## src/rtl/fm_voice_command_to_register_writes_macros.svh

```systemverilog
// ---------------------------------------------------------------------------
// assertion macros for the fm voice command sequencer
// ---------------------------------------------------------------------------
`ifndef FM_VOICE_COMMAND_TO_REGISTER_WRITES_MACROS_SVH
`define FM_VOICE_COMMAND_TO_REGISTER_WRITES_MACROS_SVH

// same-cycle implication, clocked on i_clk, off during reset
`define FMV_ASSERT_SAME(lbl, ante, cons, msg) \
    lbl: assert property (@(posedge i_clk) disable iff (!i_rst_n) (ante) |-> (cons)) \
        else $error(msg);

// next-cycle implication, clocked on i_clk, off during reset
`define FMV_ASSERT_NEXT(lbl, ante, cons, msg) \
    lbl: assert property (@(posedge i_clk) disable iff (!i_rst_n) (ante) |=> (cons)) \
        else $error(msg);

`endif

```

## src/rtl/fmv_pkg.sv

```systemverilog
// ---------------------------------------------------------------------------
// fmv_pkg
// types, register map constants and slot tables for the fm voice sequencer
// ---------------------------------------------------------------------------
package fmv_pkg;

    // longest command: five modulator, five carrier and one feedback write
    localparam int MAX_WR = 11;
    localparam int CNT_W  = $clog2(MAX_WR + 1);
    localparam int IDX_W  = $clog2(MAX_WR);
    localparam int NUM_KB = 9;
    localparam int KB_W   = $clog2(NUM_KB);

    // command codes
    localparam logic [2:0] OP_KEY_ON  = 3'd0;
    localparam logic [2:0] OP_KEY_OFF = 3'd1;
    localparam logic [2:0] OP_VOLUME  = 3'd2;
    localparam logic [2:0] OP_INSTR   = 3'd3;
    localparam logic [2:0] OP_PERC    = 3'd4;

    // chip register map
    localparam logic [7:0] REG_RHYTHM  = 8'hBD;
    localparam logic [7:0] RHYTHM_ON   = 8'h20;
    localparam logic [7:0] REG_FNUM_LO = 8'hA0;
    localparam logic [7:0] REG_KEYBLK  = 8'hB0;
    localparam logic [7:0] REG_LEVEL   = 8'h40;
    localparam logic [7:0] REG_FBCONN  = 8'hC0;
    localparam logic [7:0] KEY_ON_BIT  = 8'h20;
    localparam logic [7:0] KEY_OFF_MSK = 8'hDF;

    // noise generator pitches for the snare (7) and tom (8) channels
    localparam logic [3:0]  NOISE_CH_A   = 4'd7;
    localparam logic [3:0]  NOISE_CH_B   = 4'd8;
    localparam logic [12:0] NOISE_FREQ_A = 13'd1844;
    localparam logic [12:0] NOISE_FREQ_B = 13'd3764;

    // voice numbers that matter in rhythm mode
    localparam logic [3:0] V_LAST_MEL  = 4'd8;
    localparam logic [3:0] V_LAST_DRUM = 4'd10;
    localparam logic [3:0] V_FIRST_DR  = 4'd6;
    localparam logic [3:0] V_BASS      = 4'd6;
    localparam logic [3:0] V_TOM       = 4'd8;
    localparam logic [3:0] V_SNARE     = 4'd7;
    localparam logic [7:0] DRUM_TOP    = 8'h10;

    typedef struct packed {
        logic [2:0]  opcode;
        logic [3:0]  voice;
        logic [12:0] freq;
        logic [7:0]  volume;
        logic        percussion_on;
        logic [39:0] modulator_bytes;
        logic [39:0] carrier_bytes;
        logic [2:0]  feedback;
        logic        fm_connection;
    } t_in;

    typedef struct packed {
        logic [7:0] reg_address;
        logic [7:0] reg_data;
        logic       write_valid;
        logic       last;
    } t_out;

    // one register write
    typedef struct packed {
        logic [7:0] addr;
        logic [7:0] data;
    } t_wr;

    // expanded command handed from the decoder to the output sequencer
    typedef struct packed {
        logic [CNT_W-1:0]  count;
        logic              wvalid;
        t_wr [MAX_WR-1:0]  wr;
    } t_dec;

    // state update that goes with one command
    typedef struct packed {
        logic       perc;
        logic [7:0] rhythm;
        logic       kb_we;
        logic [3:0] kb_idx;
        logic [7:0] kb_val;
    } t_upd;

    // operator register bases
    function automatic logic [7:0] op_base(input logic [2:0] k);
        logic [7:0] b;
        case (k)
            3'd0:    b = 8'h20;
            3'd1:    b = 8'h40;
            3'd2:    b = 8'h60;
            3'd3:    b = 8'h80;
            default: b = 8'hE0;
        endcase
        return b;
    endfunction

    // operator slot to register offset
    function automatic logic [7:0] slot_offset(input logic [4:0] s);
        logic [7:0] o;
        case (s)
            5'd0:    o = 8'h00;
            5'd1:    o = 8'h01;
            5'd2:    o = 8'h02;
            5'd3:    o = 8'h03;
            5'd4:    o = 8'h04;
            5'd5:    o = 8'h05;
            5'd6:    o = 8'h08;
            5'd7:    o = 8'h09;
            5'd8:    o = 8'h0A;
            5'd9:    o = 8'h0B;
            5'd10:   o = 8'h0C;
            5'd11:   o = 8'h0D;
            5'd12:   o = 8'h10;
            5'd13:   o = 8'h11;
            5'd14:   o = 8'h12;
            5'd15:   o = 8'h13;
            5'd16:   o = 8'h14;
            5'd17:   o = 8'h15;
            default: o = 8'h00;
        endcase
        return o;
    endfunction

    // modulator slot of each voice
    function automatic logic [4:0] mod_slot(input logic [3:0] v);
        logic [4:0] s;
        case (v)
            4'd0:    s = 5'd0;
            4'd1:    s = 5'd1;
            4'd2:    s = 5'd2;
            4'd3:    s = 5'd6;
            4'd4:    s = 5'd7;
            4'd5:    s = 5'd8;
            4'd6:    s = 5'd12;
            4'd7:    s = 5'd13;
            4'd8:    s = 5'd14;
            4'd9:    s = 5'd17;
            4'd10:   s = 5'd13;
            default: s = 5'd0;
        endcase
        return s;
    endfunction

    // carrier slot of each melodic voice
    function automatic logic [4:0] car_slot(input logic [3:0] v);
        logic [4:0] s;
        case (v)
            4'd0:    s = 5'd3;
            4'd1:    s = 5'd4;
            4'd2:    s = 5'd5;
            4'd3:    s = 5'd9;
            4'd4:    s = 5'd10;
            4'd5:    s = 5'd11;
            4'd6:    s = 5'd15;
            4'd7:    s = 5'd16;
            4'd8:    s = 5'd17;
            default: s = 5'd3;
        endcase
        return s;
    endfunction

endpackage

```

## src/rtl/fmv_decode.sv

```systemverilog
// ---------------------------------------------------------------------------
// fmv_decode
// expands one voice command into its list of register writes and the
// state update that goes with it
// ---------------------------------------------------------------------------
module fmv_decode (
    input  fmv_pkg::t_in  i_item,
    input  logic          i_perc,
    input  logic [7:0]    i_rhythm,
    input  logic [7:0]    i_kb_rd,
    output fmv_pkg::t_dec o_dec,
    output fmv_pkg::t_upd o_upd
);
    import fmv_pkg::*;

    always_comb begin
        logic [CNT_W-1:0] n;
        logic             drum;
        logic             v_ok;
        logic [3:0]       v;
        logic [7:0]       mo;
        logic [7:0]       co;
        logic [7:0]       rbit;
        logic [7:0]       kb;

        v     = i_item.voice;
        n     = '0;
        o_dec = '0;
        o_dec.wvalid = 1'b1;
        o_upd.perc   = i_perc;
        o_upd.rhythm = i_rhythm;
        o_upd.kb_we  = 1'b0;
        o_upd.kb_idx = v;
        o_upd.kb_val = '0;

        drum = i_perc && (v >= V_FIRST_DR);
        v_ok = i_perc ? (v <= V_LAST_DRUM) : (v <= V_LAST_MEL);
        // snare modulator moves to the rhythm slot in percussion mode
        mo   = (i_perc && (v == V_SNARE)) ? slot_offset(5'd16) : slot_offset(mod_slot(v));
        co   = slot_offset(car_slot(v));
        rbit = DRUM_TOP >> (v - V_FIRST_DR);
        kb   = {3'b000, i_item.freq[12:8]} | KEY_ON_BIT;

        if (i_item.opcode == OP_PERC) begin
            // rhythm mode switch
            if (i_item.percussion_on) begin
                o_upd.perc   = 1'b1;
                o_upd.rhythm = RHYTHM_ON;
                o_dec.wr[0]  = '{addr: REG_RHYTHM, data: RHYTHM_ON};
                o_dec.wr[1]  = '{addr: REG_FNUM_LO + {4'b0000, NOISE_CH_A},
                                 data: NOISE_FREQ_A[7:0]};
                o_dec.wr[2]  = '{addr: REG_KEYBLK + {4'b0000, NOISE_CH_A},
                                 data: {3'b000, NOISE_FREQ_A[12:8]}};
                o_dec.wr[3]  = '{addr: REG_FNUM_LO + {4'b0000, NOISE_CH_B},
                                 data: NOISE_FREQ_B[7:0]};
                o_dec.wr[4]  = '{addr: REG_KEYBLK + {4'b0000, NOISE_CH_B},
                                 data: {3'b000, NOISE_FREQ_B[12:8]}};
                n = CNT_W'(5);
            end else begin
                o_upd.perc   = 1'b0;
                o_upd.rhythm = '0;
                o_dec.wr[0]  = '{addr: REG_RHYTHM, data: 8'h00};
                n = CNT_W'(1);
            end
        end else if ((i_item.opcode > OP_PERC) || !v_ok) begin
            // rejected command: one empty result
            o_dec.wvalid = 1'b0;
            n = CNT_W'(1);
        end else begin
            unique case (i_item.opcode)
                OP_KEY_ON: begin
                    if (drum) begin
                        o_upd.rhythm = i_rhythm | rbit;
                        if ((v == V_BASS) || (v == V_TOM)) begin
                            o_dec.wr[0] = '{addr: REG_FNUM_LO + {4'b0000, v},
                                            data: i_item.freq[7:0]};
                            o_dec.wr[1] = '{addr: REG_KEYBLK + {4'b0000, v},
                                            data: {3'b000, i_item.freq[12:8]}};
                            n = CNT_W'(2);
                        end
                        o_dec.wr[n[IDX_W-1:0]] = '{addr: REG_RHYTHM, data: i_rhythm | rbit};
                        n = n + CNT_W'(1);
                    end else begin
                        o_dec.wr[0]  = '{addr: REG_FNUM_LO + {4'b0000, v},
                                         data: i_item.freq[7:0]};
                        o_dec.wr[1]  = '{addr: REG_KEYBLK + {4'b0000, v}, data: kb};
                        o_upd.kb_we  = 1'b1;
                        o_upd.kb_val = kb;
                        n = CNT_W'(2);
                    end
                end
                OP_KEY_OFF: begin
                    if (drum) begin
                        o_upd.rhythm = i_rhythm & ~rbit;
                        o_dec.wr[0]  = '{addr: REG_RHYTHM, data: i_rhythm & ~rbit};
                    end else begin
                        o_dec.wr[0]  = '{addr: REG_KEYBLK + {4'b0000, v},
                                         data: i_kb_rd & KEY_OFF_MSK};
                    end
                    n = CNT_W'(1);
                end
                OP_VOLUME: begin
                    o_dec.wr[0] = '{addr: REG_LEVEL + mo, data: i_item.volume};
                    n = CNT_W'(1);
                end
                default: begin
                    // instrument: modulator operator, then carrier and feedback except for drums 7 to 10
                    for (int k = 0; k < 5; k++) begin
                        o_dec.wr[k] = '{addr: op_base(3'(k)) + mo,
                                        data: i_item.modulator_bytes[8*k +: 8]};
                    end
                    n = CNT_W'(5);
                    if (!i_perc || (v < V_SNARE)) begin
                        for (int k = 0; k < 5; k++) begin
                            o_dec.wr[k + 5] = '{addr: op_base(3'(k)) + co,
                                                data: i_item.carrier_bytes[8*k +: 8]};
                        end
                        o_dec.wr[10] = '{addr: REG_FBCONN + {4'b0000, v},
                                         data: {4'b0000, i_item.feedback,
                                                ~i_item.fm_connection}};
                        n = CNT_W'(MAX_WR);
                    end
                end
            endcase
        end
        o_dec.count = n;
    end

endmodule

```

## src/rtl/fmv_emit.sv

```systemverilog
// ---------------------------------------------------------------------------
// fmv_emit
// result register: holds the expanded writes of one command and shifts
// them out one per accepted request
// ---------------------------------------------------------------------------
`include "fm_voice_command_to_register_writes_macros.svh"

module fmv_emit (
    input  logic          i_clk,
    input  logic          i_rst_n,
    input  logic          i_load,
    input  fmv_pkg::t_dec i_dec,
    output logic          o_free,
    output logic          o_valid,
    output fmv_pkg::t_out o_out,
    input  logic          i_stall
);
    import fmv_pkg::*;

    localparam logic [CNT_W-1:0] LAST_LEFT = CNT_W'(1);

    logic                r_valid;
    logic [CNT_W-1:0]    r_left;
    logic                r_wv;
    t_wr                 r_wr [MAX_WR];
    logic                take;

    // output handshake
    assign take    = r_valid && !i_stall;
    assign o_free  = !r_valid || (take && (r_left == LAST_LEFT));
    assign o_valid = r_valid;
    assign o_out   = '{reg_address: r_wr[0].addr, reg_data: r_wr[0].data,
                       write_valid: r_wv, last: (r_left == LAST_LEFT)};

    // control: occupancy and remaining count
    always_ff @(posedge i_clk) begin
        if (!i_rst_n) begin
            r_valid <= 1'b0;
            r_left  <= '0;
        end else if (i_load) begin
            r_valid <= 1'b1;
            r_left  <= i_dec.count;
        end else if (take) begin
            r_valid <= (r_left != LAST_LEFT);
            r_left  <= r_left - CNT_W'(1);
        end
    end

    // payload: load the whole list or shift down by one
    always_ff @(posedge i_clk) begin
        if (i_load) begin
            r_wv <= i_dec.wvalid;
            for (int k = 0; k < MAX_WR; k++) begin
                r_wr[k] <= i_dec.wr[k];
            end
        end else if (take) begin
            for (int k = 0; k < MAX_WR - 1; k++) begin
                r_wr[k] <= r_wr[k + 1];
            end
        end
    end

    `FMV_ASSERT_SAME(a_left_range, r_valid, (r_left != '0) && (r_left <= CNT_W'(MAX_WR)), "remaining count out of range")
    `FMV_ASSERT_SAME(a_load_free, i_load, !r_valid || (take && (r_left == LAST_LEFT)), "load over a pending command")
    `FMV_ASSERT_NEXT(a_shift, take && (r_left != LAST_LEFT), r_valid && (r_left == $past(r_left) - CNT_W'(1)), "write lost")
    `FMV_ASSERT_SAME(a_reject_one, r_valid && !r_wv, r_left == LAST_LEFT, "rejected command gives more than one result")

endmodule

```

## src/rtl/fm_voice_command_to_register_writes.sv

```systemverilog
// A command is held in the input register, then moves into the result register, which drives the writes.
// One register write per cycle while the write side does not stall; a command gives 1 to 11 writes.
// The next command is taken while the last write of the previous one is delivered.
// The rate is set by the single output port of the result shift register.
// Reset (synchronous, active low) empties both stages, sets melodic mode and clears shadows.
// ---------------------------------------------------------------------------
// fm_voice_command_to_register_writes
// turns voice commands into ordered fm chip register writes, keeping the
// rhythm mode flag, the rhythm register shadow and the key/block shadows
// ---------------------------------------------------------------------------
module fm_voice_command_to_register_writes (
    input  logic           i_clk,
    input  logic           i_rst_n,
    input  logic           i_valid,
    output logic           o_stall,
    input  fmv_pkg::t_in   i_in,
    output logic           o_valid,
    input  logic           i_stall,
    output fmv_pkg::t_out  o_out
);
    import fmv_pkg::*;

    logic             r_in_valid;
    t_in              r_in;
    logic             r_perc;
    logic [7:0]       r_rhythm;
    logic [7:0]       r_kb [NUM_KB];
    logic             emit_free;
    logic             load;
    logic [KB_W-1:0]  kb_rd_idx;
    logic [7:0]       kb_rd;
    t_dec             dec;
    t_upd             upd;

    // input register handshake
    assign load    = r_in_valid && emit_free;
    assign o_stall = r_in_valid && !load;

    always_ff @(posedge i_clk) begin
        if (!i_rst_n) begin
            r_in_valid <= 1'b0;
        end else if (i_valid && !o_stall) begin
            r_in_valid <= 1'b1;
        end else if (load) begin
            r_in_valid <= 1'b0;
        end
    end

    always_ff @(posedge i_clk) begin
        if (i_valid && !o_stall) begin
            r_in <= i_in;
        end
    end

    // key/block shadow read, out-of-range voices fall back to entry zero
    assign kb_rd_idx = (r_in.voice <= V_LAST_MEL) ? r_in.voice[KB_W-1:0] : '0;
    assign kb_rd     = r_kb[kb_rd_idx];

    fmv_decode u_decode (
        .i_item   (r_in),
        .i_perc   (r_perc),
        .i_rhythm (r_rhythm),
        .i_kb_rd  (kb_rd),
        .o_dec    (dec),
        .o_upd    (upd)
    );

    // voice state, updated as each command moves into the result register
    always_ff @(posedge i_clk) begin
        if (!i_rst_n) begin
            r_perc   <= 1'b0;
            r_rhythm <= '0;
            for (int k = 0; k < NUM_KB; k++) begin
                r_kb[k] <= '0;
            end
        end else if (load) begin
            r_perc   <= upd.perc;
            r_rhythm <= upd.rhythm;
            if (upd.kb_we) begin
                r_kb[upd.kb_idx[KB_W-1:0]] <= upd.kb_val;
            end
        end
    end

    fmv_emit u_emit (
        .i_clk   (i_clk),
        .i_rst_n (i_rst_n),
        .i_load  (load),
        .i_dec   (dec),
        .o_free  (emit_free),
        .o_valid (o_valid),
        .o_out   (o_out),
        .i_stall (i_stall)
    );

endmodule

```

## config.mk

```make
export PLATFORM = sky130hd
export DESIGN_NAME = fm_voice_command_to_register_writes
export DESIGN_NICKNAME = d
export VERILOG_FILES = /design/src/rtl/fmv_pkg.sv /design/src/rtl/fmv_decode.sv /design/src/rtl/fmv_emit.sv /design/src/rtl/fm_voice_command_to_register_writes.sv
export VERILOG_INCLUDE_DIRS = /design/src /design/src/rtl
export SDC_FILE = /design/constraint.sdc
export NUM_CORES = 1
export LEC_CHECK = 0
export BUFFER_PORTS_ARGS = -buffer_cell sky130_fd_sc_hd__buf_4
export CORE_UTILIZATION = 60
export CTS_CLUSTER_SIZE = 10
export DETAILED_ROUTE_END_ITERATION = 7
export MAX_ROUTING_LAYER = met4
export PLACE_DENSITY = 0.8
export SLEW_MARGIN = 25
export SYNTH_ARGS = -nofsm -noshare
export SYNTH_HDL_FRONTEND = slang
export SYNTH_SLANG_ARGS = --single-unit
```

## constraint.sdc

```tcl
create_clock -name i_clk -period 17.2 [get_ports i_clk]
set_input_delay 3.44 -clock i_clk [delete_from_list [all_inputs] [get_ports i_clk]]
set_output_delay 3.44 -clock i_clk [all_outputs]
set_load 0.01 [all_outputs]
```

==> impl_metrics.yaml <==
final_layout:
  final_util: 0.708
  antenna_cells: 0
  final_common_cell: "edfxtp_1"
  final_cell_mix: "edfxtp_1 (327), buf_4 (150), nand2_1 (106), nor2_1 (96), a22o_1 (56)"
  fillers: 1516
  nNetsFinal: 1329
  syn_to_final_growth_pct: 16.0
  drive_above_1_share: 0.195
  fin_area_um2: 17200
route:
  via_per_inst: 6.21
  wl_um: 32500
  vias: 9564
  antenna_left: 0
  first_pass_iters: 6
  routedWlPerCell_um: 21.1
  dr.first_iter.drc_count: 1000
  post-route-drc-count: 0
min_path:
  hold_class: "register to register"
  holdPathStages: 2
  hold_end: "u_emit.r_wr[1][11]$_DFFE_PP_"
  hp-start: "u_emit.r_wr[1][27]$_DFFE_PP_"
floorplanning:
  start_util: 0.611
  die_h_um: 159
  ioPinCount: 137
  rows: 57
  dieArea_um2: 25400
  core_um2: 24300
  die_w_um: 159
run:
  cap_violations: 0
cts:
  cts_hold_buf: 0
  cts-resized-gates: 0
  post-cts-setup-buffer-count: 0
  worstSkewPairLatency_ns: 0.55
  cts_root_buffer: "clkbuf_16"
  clockBufferDepth: 3
  clock-sinks: 350
  cts_buffers: 41
  cts_tree: "built"
  cts.clk_slew.worst_paths_ns: 0.06
  cts_max_level: 2
timing:
  setup_tns_ns: 0
  finalHoldViolations: 0
  hold_ws_ns: 0.490
  slew_violations: 0
  worst_pin_slew_ns: 0.942
  period_needed_ns: 7.61
  setup_violations: 0
  slew_headroom: 0.372
  rsz0062_at_grt: "no"
  finClkSkew_ns: 0.0398
  finalCritPeriodShare: 0.442
  fmax_mhz: 131
grt:
  grt-ovfl-total: 0
  antenna_found_initial: 0
  grt_max_degree: 89
  grt_first_pass_wirelength_um: 50400
  first_global_vias: 9433
  grtUsageTotal: 0.266
setup_path:
  end_kind: "output pin"
  crit_fanout: 4
  path_common_cell: "buf_4"
  reg2reg_to: "u_emit.r_wr[3][24]$_DFFE_PP_"
  arrival_ns: 4.17
  start_kind: "input pin"
  slowest_delay_ns: 0.33
  reg2reg_depth: 9
  worstSetupPathType: "input pin to output pin"
  crit_path_cell_trace: "buf_4, nor4b_4, nor2_1, buf_4"
  critPathRequiredTime_ns: 13.76
  rrSetupSlack_ns: 13.46
  cp_slowest_cell: "nor4b_4"
  startpoint: "i_stall"
  reg2reg_from: "r_in[108]$_DFFE_PP_"
logic_synthesis:
  yosys.area.top_type_share: 0.661
  synthTopCellsByArea: "edfxtp_1 (66%), a22o_1 (3.3%), dfxtp_1 (3.1%)"
  synth_seq_area_share: 0.692
  async_flop_share: 0
  syn_inst: 1075
  syn-cell-area_um2: 14900
  yosysTopAreaCell: "edfxtp_1"
  postSynthAreaPerCell_um2: 13.8
  synth-edff-count: 327
  synthesis.nets: 1210
  synthFlopType: "edfxtp_1"
  ys_warn_count: 0
  synth.distinct_cells: 74
  synth-seq-cells: 350
placed_design:
  io_buffers: 136
  post_dp_cell_area_um2: 16100
  hpwlAfterDp_um: 20400
  gp_congestion: 0.921
pwr:
  total_leakage_power_nw: 6.55
  total_power_mw: 1.96
  peakVddDrop_mv: 0.0840
  p_per_area_nw_per_um2: 113
outcome:
  status: "finished clean"
registers in the layout (all words and copies together), names as in the netlist, named ones only:
register,count
u_emit.r_wr,168
r_in_valid,1
u_emit.r_wv,1
u_emit.o_valid,1
r_perc,1
r_in,113
r_rhythm,6
u_emit.r_left,4
r_kb,45
layout make-up:
class,count,area (um2),share of cell area
Clock buffer,60,1100,0.0637
Sequential cell,350,10300,0.597
Timing Repair Buffer,151,1140,0.0660
Clock inverter,4,70.1,0.00407
Multi-Input combinational cell,631,4170,0.242
Tap cell,324,405,0.0235
Inverter,19,73.8,0.00428
critical path: cells and delay by family:
kind | cells | cell delay [ns]
AND/OR/NAND/NOR | 2 | 0.44
buffers and inverters | 2 | 0.28
cell usage after synthesis, types with 5 or more instances:
master	count
a211o_1	6
a211oi_1	6
a21o_1	41
a21oi_1	37
a221o_1	9
a22o_1	56
a22oi_1	10
a31oi_1	12
a32o_1	7
and2_1	21
and3_1	6
buf_1	11
buf_2	11
buf_4	19
clkbuf_1	33
dfxtp_1	23
edfxtp_1	327
ha_1	18
inv_1	17
mux2_2	5
mux4_2	6
nand2_1	107
nand2b_1	6
nand3_1	9
nor2_1	97
nor2b_1	8
nor3_1	7
nor4_1	5
o211ai_1	12
o21ai_0	47
o31ai_1	14
or3_1	5
how the worst max path moves through the flow:
stage                                  endpoint  cells past startpoint
floorplan           u_emit.r_wr[0][0]$_DFFE_PP_                      3
global route                            o_stall                      4
global placement                        o_stall                      4
finish                                  o_stall                      4
detailed placement                      o_stall                      4
CTS                                     o_stall                      4
through the flow:
step	instances	worst slack, ns
floorplan	1075	9.40
global placement	1475	9.62
detailed placement	1475	9.59
CTS	1539	9.59
global route	1539	9.54
finish	1539	9.59
per-layer routing:
metal	up-vias	routed length, um	global-route usage
met1	4647	12900	0.340
met3	85	2520	0.0471
met4	0	1050	0.104
li1	4353	-	-
met2	479	16000	0.427
met5	-	0	-
cell families (layout without fill, tap and decap cells):
family / after synthesis / count (layout) / share of synthesized area
buf+inv: 94 / 234 / 0.0300
simple gates: 295 / 295 / 0.0954
xor+xnor: 4 / 4 / 0.00236
fa+ha+maj: 18 / 18 / 0.0152
flops: 350 / 350 / 0.692
compound gates: 299 / 299 / 0.150
mux: 15 / 15 / 0.0156
report_power, final:
part | leakage (nW) | switching (mW) | internal [mW] | total (mW)
Clock | 0.553 | 0.321 | 0.441 | 0.762
Sequential | 3.39 | 0.0248 | 1.00 | 1.03
Combinational | 2.60 | 0.102 | 0.0644 | 0.166
Total | 6.55 | 0.447 | 1.51 | 1.96
(Power assumes the default switching activity.)
